<file path="config.mk">
export PLATFORM = sky130hd
export DESIGN_NAME = glr_queue
export DESIGN_NICKNAME = d
export VERILOG_FILES = /design/src/design/glr_pkg.sv /design/src/design/glr_queue.sv
export SDC_FILE = /design/constraint.sdc
export NUM_CORES = 1
export LEC_CHECK = 0
export CORE_MARGIN = 2
export CORE_UTILIZATION = 30
export DETAILED_ROUTE_END_ITERATION = 8
export DONT_BUFFER_PORTS = 1
export PLACE_DENSITY_LB_ADDON = 0.1
export SLEW_MARGIN = 20
export SYNTH_ARGS = -nofsm -noshare
export SYNTH_HDL_FRONTEND = slang
export SYNTH_SLANG_ARGS = --single-unit
export TNS_END_PERCENT = 50
</file>
<file path="constraint.sdc">
create_clock -name clk -period 5.7 [get_ports clk]
set_input_delay 1.14 -clock clk [delete_from_list [all_inputs] [get_ports clk]]
set_output_delay 1.14 -clock clk [all_outputs]
set_load 0.05 [all_outputs]
</file>
<file path="src/design/glr_pkg.sv">
// ----------------------------------------------------------------------------
// glr_pkg
// shared types, constants and codes of the gradient line rasterizer
// ----------------------------------------------------------------------------
package glr_pkg;

  localparam int CoordW = 13;
  localparam int SpanW  = 14;
  localparam int ErrW   = 16;
  localparam int ColorW = 24;
  localparam int SqW    = 2 * SpanW;
  localparam int DistW  = SqW + 1;
  localparam int QuotW  = 33;
  localparam int RootW  = 34;
  localparam int FracW  = 17;
  localparam int DivCntW  = 6;
  localparam int RootCntW = 5;

  localparam logic signed [CoordW-1:0] ImageWidth  = 13'sd1024;
  localparam logic signed [CoordW-1:0] ImageHeight = 13'sd768;

  localparam logic [FracW-1:0]    PosOne     = 17'h10000;
  localparam logic [DivCntW-1:0]  DivSteps   = 6'd33;
  localparam logic [RootCntW-1:0] RootSteps  = 5'd17;
  localparam logic [RootW-1:0]    RootBit0   = 34'h1_0000_0000;

  typedef enum logic {
    OP_LOAD = 1'b0,
    OP_STEP = 1'b1
  } opcode_t;

  typedef enum logic {
    REG_FIRST_COLOR  = 1'b0,
    REG_SECOND_COLOR = 1'b1
  } reg_index_t;

  typedef enum logic [1:0] {
    MODE_SECOND = 2'd0,
    MODE_FIRST  = 2'd1,
    MODE_BLEND  = 2'd2,
    MODE_SPARE  = 2'd3
  } color_mode_t;

  typedef enum logic [2:0] {
    B_IDLE,
    B_SQUARE,
    B_SUM,
    B_DIV,
    B_ROOT,
    B_MIX,
    B_OUT
  } back_state_t;

  typedef struct packed {
    logic signed [CoordW-1:0] x;
    logic signed [CoordW-1:0] y;
    logic                     in_image;
    logic                     last;
    color_mode_t              mode;
    logic [SpanW-1:0]         cx;
    logic [SpanW-1:0]         cy;
    logic [SpanW-1:0]         fx;
    logic [SpanW-1:0]         fy;
  } pixel_task_t;

endpackage

</file>
<file path="src/design/glr_queue.sv">
// ----------------------------------------------------------------------------
// glr_queue
// two-entry task queue between the stepper and the color unit
// ----------------------------------------------------------------------------
module glr_queue
  import glr_pkg::*;
(
  input  logic        clk,
  input  logic        rst,
  input  logic        push,
  input  pixel_task_t push_data,
  input  logic        pop,
  output logic        full,
  output logic        empty,
  output pixel_task_t head
);

  pixel_task_t slots [2];
  logic        wr_ptr, rd_ptr;
  logic [1:0]  count;

  assign full  = count == 2'd2;
  assign empty = count == 2'd0;
  assign head  = slots[rd_ptr];

  always_ff @(posedge clk) begin
    if (push) begin
      slots[wr_ptr] <= push_data;
    end
  end

  always_ff @(posedge clk) begin
    if (rst) begin
      wr_ptr <= 1'b0;
      rd_ptr <= 1'b0;
      count  <= 2'd0;
    end else begin
      if (push) begin
        wr_ptr <= !wr_ptr;
      end
      if (pop) begin
        rd_ptr <= !rd_ptr;
      end
      case ({push, pop})
        2'b10:   count <= count + 2'd1;
        2'b01:   count <= count - 2'd1;
        default: count <= count;
      endcase
    end
  end

endmodule

</file>
* After elaboration in Yosys (flattened, before gate mapping) *
Memory sizes are Yosys's and may differ from the RTL's. A register that Yosys moved wholly into a read port is not among the register bits.
Cells that the tools add are included.

operators by class
  $add $sub $neg = 2
  eq/ne operators = 3
  mux-type cells = 5
  reduce and logical (&&, ||, !) cells = 4

operators with widths
  kind                                               count
  == test 2 bit (second input constant)              2
  2-to-1 mux 1 bit                                   4
  case mux 2 bit (2 select lines)                    1
  adder 2 x 1 -> 2 bit (second input constant)       1
  == test 2 x 1 -> 1 bit (second input constant)     1
  logical NOT 1 bit                                  2
  logical NOT 2 bit                                  1
  nonzero test 2 bit                                 1
  subtractor 2 x 1 -> 2 bit (second input constant)  1

storage, ports and cells
  bits in registers = 4
  memory bits (writable) = 172
  bits of input ports = 90
  output and inout bits = 88
  word-level logic and storage cells = 18
  memories = 1

memory list
  memory  depth  bits a word  rd ports  clocked after Yosys merged registers in  write ports  line             source
  slots   2      86           1         1                                        1            glr_queue.sv:18  pixel_task_t slots [2];

* Depth between registers and ports, before layout *
  depth after elaboration = 3
  depth in mapped cells = 5
  gate-level depth less buffers = 5

* Least setup slack after synthesis *
No wires, ideal clock.

  kind = input port to flip-flop
  start = input push
  end = memory slots[0][0] (netlist name), enable pin
  setup time = 0.533 ns
  data arrival time = 4.803 ns
  data required time = 5.167 ns
  path slack = 0.364 ns
  stages = 2
  buffers on the path = 0
  path through = inv_1 nor2_1

between the ends
  word-level cells in the longest chain between the ends = 2

ends and longest elaborated chain
  item                                    line             source
  start, declared                         glr_queue.sv:10  input logic push,
  2-to-1 mux 1 bit                        glr_queue.sv:27  if (push) begin
  2-to-1 mux 1 bit (not written as such)  glr_queue.sv:28  slots[wr_ptr] <= push_data;
  end, declared                           glr_queue.sv:18

No other way between the ends.

==> results.cfg <==
[synthesis]
synth_top_area_share_pct = 78.61
synth_warnings = 0
synthCells = 290
synth_area_leaders = edfxtp_1, mux2_4, mux2_2
syn-mean-instance-area_um2 = 22.66
yosysTopAreaCell = edfxtp_1
synthDistinctLibCells = 16
syn_nets = 381
netlist_area_um2 = 6570
ys_seq_area_share_pct = 80.14
ys_ff_latch = 177

[floorplanning]
start_util_pct = 30.29
die_width_um = 152.0
die_area_um2 = 23100
rows = 54
die_y_um = 152.0
core_um2 = 21690
ios = 178

[sta]
period_needed_ns = 3.626
rsz0062_at_grt = false
worst_slew_pin_slew_ns = 0.9904
slew_headroom_pct = 33.97
hold_violations = 0
holdWs_ns = 0.5039
final.setup.worst_slack_ns = 2.074
setup_viol = 0
clock.fmax_mhz = 275.8
fin_tns_setup_ns = 0
post-route-period-util_pct = 63.62
report.final.slew_viol_count = 0
fin_skew_ns = 0.006059

[place]
portBuffers = 0
place_congestion = 0.6475
dp_slack_ns = 2.405

[finish]
syn2layout_area_growth_pct = 13.10
diodes = 0
fin_nets = 394
layout_common_cells = edfxtp_1, mux2_2, mux2_4
nFillCells = 2013
drive_above_1_share_pct = 39.56
final_common_cell = edfxtp_1
fin_util_pct = 34.26

[drt]
routed_wl_um = 11270
wire_per_inst_um = 18.90
drt_iter0_markers = 121
ant_nets = 0
drc = 0
vias = 2571
first_pass_iters = 6
vias_per_cell = 4.314

[clocking]
cts_root_buffer = clkbuf_16
cts_made_buffers = 17
path_clk_slew_ns = 0.06
cts_buffer_depth = 2
hold_buffers = 0
h-tree-depth = 4
postCtsSetupBuffers = 0
ctsResizeCount = 0
clk_latency_ns = 0.41
cts_tree = yes
clkSinkCount = 177

[global_routing]
antenna_found_initial = 0
grt_pass1_vias = 2763
track_usage_pct = 9.793
grt_pass1_wl_um = 16710
grt_overflow = 0
grt_max_degree = 62

[worst_setup_path]
cp_top_family = flip-flops
crit_path_top_delay_cell = dfxtp_4
crit_path_end_kind = output pin
cp_num_buf_inv = 1
crit_required_ns = 4.56
cp-start-kind = flop
critPathMaxStageDelay_ns = 0.98
crit_fanout = 61
crit_path_cell_trace = buf_4, mux2_2
worstSetupPathType = reg -> out
worstPathArrival_ns = 2.49

[hold_path]
holdCritPathClass = reg -> reg

[pwr]
power_density_nw_per_um2 = 412.1
totalPowerFinal_mw = 3.062
max-vdd-ir-drop_uv = 175.3
leakagePower_nw = 2.464

[job]
cap_viol_max_count = 0

[run_status]
status = finished, final reports clean
==> final cells by class <==
class / instances / area [um2] / share of cell area, %
well taps: 280 / 350.3 / 4.715
clock buffers: 21 / 470.5 / 6.331
inverters: 1 / 3.754 / 0.05051
repair buffers: 4 / 30.03 / 0.4041
flip-flops and latches: 177 / 5269 / 70.90
clock inverters: 11 / 77.57 / 1.044
multi-input cells: 102 / 1230 / 16.55
==> power breakdown <==
part / switching (mW) / internal [mW] / total [mW] / leakage [nW]
logic: 0.333 / 0.104 / 0.437 / 0.541
registers: 0.0378 / 1.52 / 1.56 / 1.66
clock network: 0.474 / 0.595 / 1.07 / 0.266
total: 0.845 / 2.22 / 3.06 / 2.46
==> state kept, by name, indices dropped and copies added, names as in the netlist, named ones only <==
signal  flops
slots     172
count       2
rd_ptr      1
wr_ptr      1
==> routing by layer <==
layer,global-route usage [%],wire length (um)
met1,10.86,4331
met2,14.41,5199
met3,7.159,1615
met4,3.872,119
met5,0,0
==> worst register-to-register path: stages (launching register included) <==
cell and delay (ns):
dfxtp_1 0.42, and2_4 0.63, buf_4 0.60
==> logic make-up (layout without fill, tap and decap cells) <==
family                     after synthesis  count (layout)  synth area share (%)
adders and majority gates                1               1                0.1904
muxes                                   86              86                 17.03
and+or+nand+nor                          9               9                0.6667
AOI/OAI and AO/OA                        2               2                0.1522
xor gates and xnor gates                 4               4                0.5333
DFF                                    177             177                 80.14
buffers and inverters                   11              37                 1.295
==> cells in the mapped netlist <==
cell,number
ha_1,1
dfxtp_1,5
inv_1,1
or3_1,1
mux2_4,40
o21ai_0,1
and2_1,1
a21oi_1,1
buf_6,5
xor2_1,1
edfxtp_1,172
buf_2,5
nor2_1,6
xnor2_1,3
and2b_2,1
mux2_2,46
==> stage by stage <==
| stage | instance area [um2] | std cells |
|---|---|---|
| finish | 7431 | 596 |
| global route | 7431 | 596 |
| CTS | 7431 | 596 |
| detailed placement | 6883 | 564 |
| global placement | 6883 | 564 |
| floorplan | 6570 | 290 |
==> final timing paths <==
kind,to,slack [ns],cells after the start,start
hold / removal,count[1],0.50,2,count[1]
setup reg to reg,slots[1][70],3.64,2,wr_ptr
hold reg to reg,count[1],0.50,2,count[1]
setup / recovery,head[79],2.07,2,flop
(Power assumes the default switching activity.)
