<file path="config.mk">
export PLATFORM = sky130hd
export DESIGN_NAME = glr_back
export DESIGN_NICKNAME = d
export VERILOG_FILES = /design/src/design/glr_pkg.sv /design/src/design/glr_back.sv
export SDC_FILE = /design/constraint.sdc
export NUM_CORES = 2
export LEC_CHECK = 0
export BUFFER_PORTS_ARGS = -buffer_cell sky130_fd_sc_hd__buf_4
export CAP_MARGIN = 10
export CELL_PAD_IN_SITES_DETAIL_PLACEMENT = 2
export CELL_PAD_IN_SITES_GLOBAL_PLACEMENT = 2
export CORE_MARGIN = 5
export CORE_UTILIZATION = 46
export CTS_CLUSTER_SIZE = 12
export DETAILED_ROUTE_END_ITERATION = 16
export PLACE_DENSITY_LB_ADDON = 0.1
export SKIP_LAST_GASP = 1
export SYNTH_ARGS = -nofsm -noshare
export SYNTH_HDL_FRONTEND = slang
export SYNTH_SLANG_ARGS = --single-unit
</file>
<file path="constraint.sdc">
create_clock -name clk -period 15.7 [get_ports clk]
set_input_delay 3.14 -clock clk [delete_from_list [all_inputs] [get_ports clk]]
set_output_delay 3.14 -clock clk [all_outputs]
set_load 0.05 [all_outputs]
</file>
<file path="src/design/glr_pkg.sv">
// ----------------------------------------------------------------------------
// glr_pkg
// shared types, constants and codes of the gradient line rasterizer
// ----------------------------------------------------------------------------
package glr_pkg;

  localparam int CoordW = 13;
  localparam int SpanW  = 14;
  localparam int ErrW   = 16;
  localparam int ColorW = 24;
  localparam int SqW    = 2 * SpanW;
  localparam int DistW  = SqW + 1;
  localparam int QuotW  = 33;
  localparam int RootW  = 34;
  localparam int FracW  = 17;
  localparam int DivCntW  = 6;
  localparam int RootCntW = 5;

  localparam logic signed [CoordW-1:0] ImageWidth  = 13'sd1024;
  localparam logic signed [CoordW-1:0] ImageHeight = 13'sd768;

  localparam logic [FracW-1:0]    PosOne     = 17'h10000;
  localparam logic [DivCntW-1:0]  DivSteps   = 6'd33;
  localparam logic [RootCntW-1:0] RootSteps  = 5'd17;
  localparam logic [RootW-1:0]    RootBit0   = 34'h1_0000_0000;

  typedef enum logic {
    OP_LOAD = 1'b0,
    OP_STEP = 1'b1
  } opcode_t;

  typedef enum logic {
    REG_FIRST_COLOR  = 1'b0,
    REG_SECOND_COLOR = 1'b1
  } reg_index_t;

  typedef enum logic [1:0] {
    MODE_SECOND = 2'd0,
    MODE_FIRST  = 2'd1,
    MODE_BLEND  = 2'd2,
    MODE_SPARE  = 2'd3
  } color_mode_t;

  typedef enum logic [2:0] {
    B_IDLE,
    B_SQUARE,
    B_SUM,
    B_DIV,
    B_ROOT,
    B_MIX,
    B_OUT
  } back_state_t;

  typedef struct packed {
    logic signed [CoordW-1:0] x;
    logic signed [CoordW-1:0] y;
    logic                     in_image;
    logic                     last;
    color_mode_t              mode;
    logic [SpanW-1:0]         cx;
    logic [SpanW-1:0]         cy;
    logic [SpanW-1:0]         fx;
    logic [SpanW-1:0]         fy;
  } pixel_task_t;

endpackage

</file>
<file path="src/design/glr_back.sv">
// ----------------------------------------------------------------------------
// glr_back
// color unit: distance ratio by long division and square root, channel blend
// ----------------------------------------------------------------------------
module glr_back
  import glr_pkg::*;
(
  input  logic              clk,
  input  logic              rst,
  input  logic              task_valid,
  input  pixel_task_t       task_data,
  output logic              task_pop,
  input  logic [ColorW-1:0] first_color,
  input  logic [ColorW-1:0] second_color,
  input  logic              out_free,
  output logic              res_valid,
  output pixel_task_t       res_task,
  output logic [ColorW-1:0] res_color
);

  back_state_t state, state_next;

  pixel_task_t          cur;
  logic [SqW-1:0]       sq_cx, sq_cy, sq_fx, sq_fy;
  logic [DistW-1:0]     c2, f2;
  logic [DistW-1:0]     rem;
  logic                 low_bit;
  logic [QuotW-1:0]     quot;
  logic [DivCntW-1:0]   div_cnt;
  logic [RootW-1:0]     rn, rr, rbit;
  logic [RootCntW-1:0]  root_cnt;
  logic [ColorW-1:0]    color;

  logic [DistW:0]       trial;
  logic [RootW-1:0]     rsum;
  logic [FracW-1:0]     pos, pos_inv;
  logic [ColorW-1:0]    mixed;
  logic [FracW+8:0]     ch_sum [3];

  always_comb begin
    trial = {rem, low_bit};
    rsum  = rr + rbit;
    pos   = (rr > {{(RootW-FracW){1'b0}}, PosOne}) ? PosOne : rr[FracW-1:0];
    pos_inv = PosOne - pos;
    for (int i = 0; i < 3; i++) begin
      ch_sum[i] = {9'd0, pos_inv} * {18'd0, first_color[8*i +: 8]} +
                  {9'd0, pos} * {18'd0, second_color[8*i +: 8]} + 26'h8000;
      mixed[8*i +: 8] = (ch_sum[i][FracW+8:16] > 10'd255) ? 8'hff : ch_sum[i][23:16];
    end
  end

  always_comb begin
    state_next = state;
    unique case (state)
      B_IDLE:   if (task_valid) state_next = B_SQUARE;
      B_SQUARE: state_next = (cur.mode == MODE_SECOND || cur.mode == MODE_FIRST) ?
                             B_OUT : B_SUM;
      B_SUM:    state_next = B_DIV;
      B_DIV:    if (div_cnt == DivSteps - 6'd1) state_next = B_ROOT;
      B_ROOT:   if (root_cnt == RootSteps - 5'd1) state_next = B_MIX;
      B_MIX:    state_next = B_OUT;
      B_OUT:    if (out_free) state_next = B_IDLE;
      default:  state_next = B_IDLE;
    endcase
  end

  always_comb begin
    task_pop  = (state == B_IDLE) && task_valid;
    res_valid = (state == B_OUT) && out_free;
    res_task  = cur;
    res_color = color;
  end

  always_ff @(posedge clk) begin
    if (rst) begin
      state <= B_IDLE;
    end else begin
      state <= state_next;
    end
  end

  always_ff @(posedge clk) begin
    case (state)
      B_IDLE: begin
        cur <= task_data;
      end
      B_SQUARE: begin
        sq_cx <= cur.cx * cur.cx;
        sq_cy <= cur.cy * cur.cy;
        sq_fx <= cur.fx * cur.fx;
        sq_fy <= cur.fy * cur.fy;
        color <= (cur.mode == MODE_SECOND) ? second_color : first_color;
      end
      B_SUM: begin
        c2       <= {1'b0, sq_cx} + {1'b0, sq_cy};
        f2       <= {1'b0, sq_fx} + {1'b0, sq_fy};
        rem      <= {2'b00, sq_cx[SqW-1:1]} + {2'b00, sq_cy[SqW-1:1]} +
                    {{DistW-1{1'b0}}, sq_cx[0] & sq_cy[0]};
        low_bit  <= sq_cx[0] ^ sq_cy[0];
        quot     <= '0;
        div_cnt  <= '0;
      end
      B_DIV: begin
        if (f2 != '0 && trial >= {1'b0, f2}) begin
          rem  <= DistW'(trial - {1'b0, f2});
          quot <= {quot[QuotW-2:0], 1'b1};
        end else begin
          rem  <= trial[DistW-1:0];
          quot <= {quot[QuotW-2:0], 1'b0};
        end
        low_bit  <= 1'b0;
        div_cnt  <= div_cnt + 6'd1;
        rr       <= '0;
        rbit     <= RootBit0;
        root_cnt <= '0;
        if (div_cnt == DivSteps - 6'd1) begin
          rn <= (f2 == '0) ? {RootW{1'b0}} : {1'b0, quot[QuotW-2:0], (trial >= {1'b0, f2})};
        end else begin
          rn <= '0;
        end
      end
      B_ROOT: begin
        if (f2 == '0) begin
          rr <= {{(RootW-FracW){1'b0}}, PosOne};
        end else if (rn >= rsum) begin
          rn <= rn - rsum;
          rr <= (rr >> 1) + rbit;
        end else begin
          rr <= rr >> 1;
        end
        rbit     <= rbit >> 2;
        root_cnt <= root_cnt + 5'd1;
      end
      B_MIX: begin
        color <= mixed;
      end
      default: begin
        color <= color;
      end
    endcase
  end

endmodule

</file>
# Word-level counts from Yosys, hierarchy flattened
# Index checks and enable logic that the tools add are counted.
[op_classes]
n_addsub = 16
n_mul = 10
n_lt_le_gt_ge = 6
eq_ne = 15
n_mux = 28
n_bitwise = 2
reduce_logical = 13
[ops]
columns = ["cell", "n"]
rows = [
  ["$pmux 34 s2", 3],
  ["$mul 17x8->25", 6],
  ["$mux 34", 4],
  ["$mul 14x14->28", 4],
  ["$add 25x25->26", 3],
  ["$add 26x16->26 const B", 3],
  ["$mux 33", 2],
  ["$pmux 32 s2", 1],
  ["$pmux 29 s2", 1],
  ["$pmux 24 s2", 1],
  ["$add 33x34->34", 1],
  ["$add 34x34->34", 1],
  ["$ge 34x34->1", 1],
  ["$gt 34x17->1 const B", 1],
  ["$sub 34x34->34", 1],
  ["$ge 30x29->1", 1],
  ["$gt 10x8->1 const B", 3],
  ["$add 28x1->29", 1],
  ["$add 28x28->29", 1],
  ["$logic_not 29->1", 1],
  ["$mux 29", 1],
  ["$reduce_bool 29->1", 1],
  ["$sub 29x29->29", 1],
  ["$add 27x27->28", 1],
  ["28 further kinds", 46],
]
[totals]
register_bits = 429
input_bits = 138
out_inout_bits = 112
word_cells = 114

# Logic depth before layout (Yosys ltp)
[logic_depth]
depth_word = 9
depth_mapped = 36
mapped_depth_nobuf = 32

# Worst setup path after synthesis
# OpenSTA, ideal clock, no wires.
[synth_timing]
path_type = "flip-flop to output port"
from = "register state[2]"
to = "output task_pop"
arrival_time_ps = 7329
setup_slack_ps = 5231
path_stages_with_launch = 4
path_buffers = 1
cell_sequence = "dfxtp_1 -> clkbuf_1 -> nor3_1 -> and2_1"
[synth_between]
elab_chain_cells = 2
[synth_rtl]
columns = ["element", "line", "source"]
rows = [
  ["from (decl)", "glr_back.sv:21", "back_state_t state, state_next;"],
  ["from (signal assigned)", "glr_back.sv:78", "state <= state_next;"],
  ["$logic_not 3->1", "glr_back.sv:68", "task_pop = (state == B_IDLE) && task_valid;"],
  ["$logic_and 1x1->1", "glr_back.sv:68", ""],
  ["to (decl)", "glr_back.sv:12", "output logic task_pop,"],
]
# Every way passes these cells.

# Worst setup path after layout
[layout_timing]
from = "register rr[9]"
to = "register color[10] (netlist: res_color[10]) (data pin)"
[layout_between]
elab_chain_cells = 9
word_cells_on_any_way = 10
cone_classes = "add/sub (3); mul (2); order compare (2); mux (3)"
[layout_rtl]
columns = ["element", "line", "source"]
rows = [
  ["from (decl)", "glr_back.sv:30", "logic [RootW-1:0] rn, rr, rbit;"],
  ["from (signal assigned)", "glr_back.sv:124", "rr <= {{(RootW-FracW){1'b0}}, PosOne};"],
  ["from (signal assigned)", "glr_back.sv:127", "rr <= (rr >> 1) + rbit;"],
  ["from (signal assigned)", "glr_back.sv:129", "rr <= rr >> 1;"],
  ["$gt 34x17->1", "glr_back.sv:43", "pos = (rr > {{(RootW-FracW){1'b0}}, PosOne}) ? PosOne : rr[FracW-1:0];"],
  ["$mux 17 (*)", "glr_back.sv:43", ""],
  ["$sub 17x17->17", "glr_back.sv:44", "pos_inv = PosOne - pos;"],
  ["$mul 17x8->25", "glr_back.sv:46", "ch_sum[i] = {9'd0, pos_inv} * {18'd0, first_color[8*i +: 8]} +"],
  ["$add 25x25->26 (*)", "glr_back.sv:46", ""],
  ["$add 26x16->26 (*)", "glr_back.sv:47", "{9'd0, pos} * {18'd0, second_color[8*i +: 8]} + 26'h8000;"],
  ["$gt 10x8->1", "glr_back.sv:48", "mixed[8*i +: 8] = (ch_sum[i][FracW+8:16] > 10'd255) ? 8'hff : ch_sum[i][23:16];"],
  ["$mux 8 (*)", "glr_back.sv:48", ""],
  ["$pmux 24 s2 (*)", "glr_back.sv:83", "case (state)"],
  ["to (signal assigned)", "glr_back.sv:92", "color <= (cur.mode == MODE_SECOND) ? second_color : first_color;"],
  ["to (signal assigned)", "glr_back.sv:135", "color <= mixed;"],
  ["to (signal assigned)", "glr_back.sv:138", "color <= color;"],
  ["to (decl)", "glr_back.sv:32", "logic [ColorW-1:0] color;"],
]
# Mark *: on every way between the ends. The rest lies on a longest branch, timed or not.
# A chain may end at the register's enable or synchronous reset.

==> impl_metrics.tcl <==
set metrics [dict create \
    dieArea_um2 161700 \
    ys_ff_latch 408 \
    vias_per_cell 5.660 \
    grt_max_degree 205 \
    cpMostUsedCell "fa_1" \
    syn_inst 7453 \
    critical-path-top-delay-family "adder cells" \
    floorplan.die.width_um 402.1 \
    maxCapViolCount 0 \
    relSlewSlack 0.2049 \
    gr-max-usage-layer "met2" \
    drv_slew 0 \
    grt_pass1_wl_mm 378.6 \
    place_ws_ps 5051 \
    wl_mm 241.1 \
    cts_resized 0 \
    htreeDepth 2 \
    use_met1 0.3681 \
    synth_area_per_cell_um2 9.488 \
    startpoint_type "register" \
    grt_usage 0.2980 \
    fin_nets 9557 \
    first_global_vias 64857 \
    die_h_um 402.1 \
    setup_ws_ps 4891 \
    areaGrowthSynthToFinish_pct 8.088 \
    io_buffers 249 \
    tns_ps 0 \
    postCtsHoldBufs 0 \
    async_flop_share 0 \
    synth-edff-count 405 \
    met3_usage 0.03005 \
    cts_sinks 408 \
    worstPathArrival_ps 11170 \
    worstHoldPathType "register to register" \
    cp_slowest_cell "edfxtp_1" \
    first_pass_iters 5 \
    setup.worst_path.end_class "register" \
    antenna_found_initial 10 \
    vias 54380 \
    post-route-period-util 0.6885 \
    cp_max_fo 16 \
    yosysWarnings 0 \
    synthFlopType "edfxtp_1" \
    gp_congestion 0.8480 \
    clk_pin_slew_ps 60 \
    cts_buffer_depth 3 \
    mostFrequentLayoutCells "inv_1 (1541), fa_1 (1137), ha_1 (755)" \
    required_ps 16060 \
    cts_setup_buffers 0 \
    drive_gt1_frac 0.06720 \
    crit_type "register to register" \
    rsz0062_at_grt "false" \
    layout_commonest_cell "inv_1" \
    initial_utilization 0.4639 \
    tightest_slew_ps 1190 \
    numCtsBuffers 56 \
    fin_worst_skew_ps 22.44 \
    wire_per_inst_um 25.09 \
    grt_overflow 0 \
    path_buf_inv 5 \
    post-route-min-period_ps 10810 \
    cts_tree "built" \
    clk_latency_ps 690 \
    synthDistinctLibCells 89 \
    io_pins 250 \
    postRouteAntennaNets 0 \
    status "finished clean" \
    mappedNetlistArea_um2 70720 \
    setup-violations-final 0 \
    drtIter0Drc 2611 \
    max_stage_delay_ps 750 \
    post-route-drc-count 0 \
    hold_violations 0 \
    fmax_ghz 0.09252 \
    core-area_um2 152400 \
    synth_fp_nets 9483 \
    use_met2 0.5493 \
    ys_seq_area_frac 0.1728 \
    hpwl_mm 190.0 \
    std_cell_rows 143 \
    cts-root-buf "clkbuf_16" \
]
-- final timing paths --
| kind | to | slack (ps) | from | depth (start not counted) |
|---|---|---|---|---|
| setup reg to reg | res_color[10] | 4890 | rr[9] | 30 |
| hold reg to reg | rn[4] | 560 | quot[3] | 2 |
| hold / removal | rn[4] | 560 | quot[3] | 2 |
| setup / recovery | res_color[10] | 4890 | rr[9] | 30 |
-- tightest hold or removal path: cells and delay by family, from the launching register on --
family           cells  cell delay (ps)
AO/OA/AOI/OAI        1               70
flip-flops           1              340
AND/OR/NAND/NOR      1               50
-- kinds of logic (layout without fill, tap and decap cells) --
family | Yosys count | after routing | share of synthesized area
simple gates | 2121 | 2121 | 0.1522
fa+ha+maj | 1892 | 1892 | 0.4555
buf+inv | 1846 | 1967 | 0.09896
compound gates | 874 | 874 | 0.08164
flops | 408 | 408 | 0.1728
xor+xnor | 293 | 293 | 0.03629
mux | 18 | 18 | 0.002618
other cells | 1 | 4 | 0.00005303
-- synth_stat cells, types with 20 or more instances --
cell type     n  share of area
a31oi_1      66         0.0058
nand4_1      47         0.0042
o21ai_0     159          0.011
or3_1        23         0.0020
nand3_1      77         0.0054
fa_1       1137           0.32
clkbuf_1    279          0.015
o211ai_1     20         0.0021
nand2_1     676          0.036
xnor2_1     173          0.021
nor4_1       32         0.0028
nand2b_1     41         0.0036
o21bai_1     36         0.0038
xor2_1      120          0.015
nor2b_1      52         0.0046
nor2_1      276          0.015
a21oi_1     213          0.015
o21a_1       34         0.0036
ha_1        755           0.13
a21o_1       98          0.010
or2_2        26         0.0023
edfxtp_1    405           0.17
nor3_1       84         0.0059
and3_1      267          0.024
inv_1      1541          0.082
and2_1      480          0.042
a211oi_1     69         0.0073
-- cell type report --
type	count	area, um2
fillers	16122	76010
diodes	3	7.507
multi-input cells	5199	51620
repair buffers	321	2422
flip-flops and latches	408	12220
inverters	1541	5784
clock inverters	40	384.1
clock buffers	65	1456
well taps	2030	2540
-- flip-flops by register name, summed over array words and instances, names as in the netlist --
register and cells:
rbit 17, low_bit 1, rem 29, f2 29, sq_cy 27, rr 34, res_color 24, rn 34
res_task 86, root_cnt 5, quot 32, sq_fy 27, state 3, sq_fx 27, sq_cx 27, div_cnt 6
-- stage by stage --
stage / instance area (um2) / hold WS (ps) / util / cells
after global placement: 74590 / 519.2 / 0.4893 / 9499
after CTS: 76430 / 547.6 / 0.5014 / 9604
final: 76440 / 557.9 / 0.5014 / 9607
after global routing: 76430 / 566.9 / 0.5014 / 9604
after detailed placement: 74590 / 531.9 / 0.4893 / 9499
after floorplan: 70720 / 496.3 / - / 7453
-- routing by layer --
metal | vias up | wire [um]
met5 | - | 8
met4 | 2 | 7970
met3 | 372 | 8597
met2 | 1099 | 125800
met1 | 28954 | 98740
li1 | 23953 | -
Power is left out: the tool's default activity adds up to more than one toggle a clock period on the data nets, which glitch-free logic cannot reach.
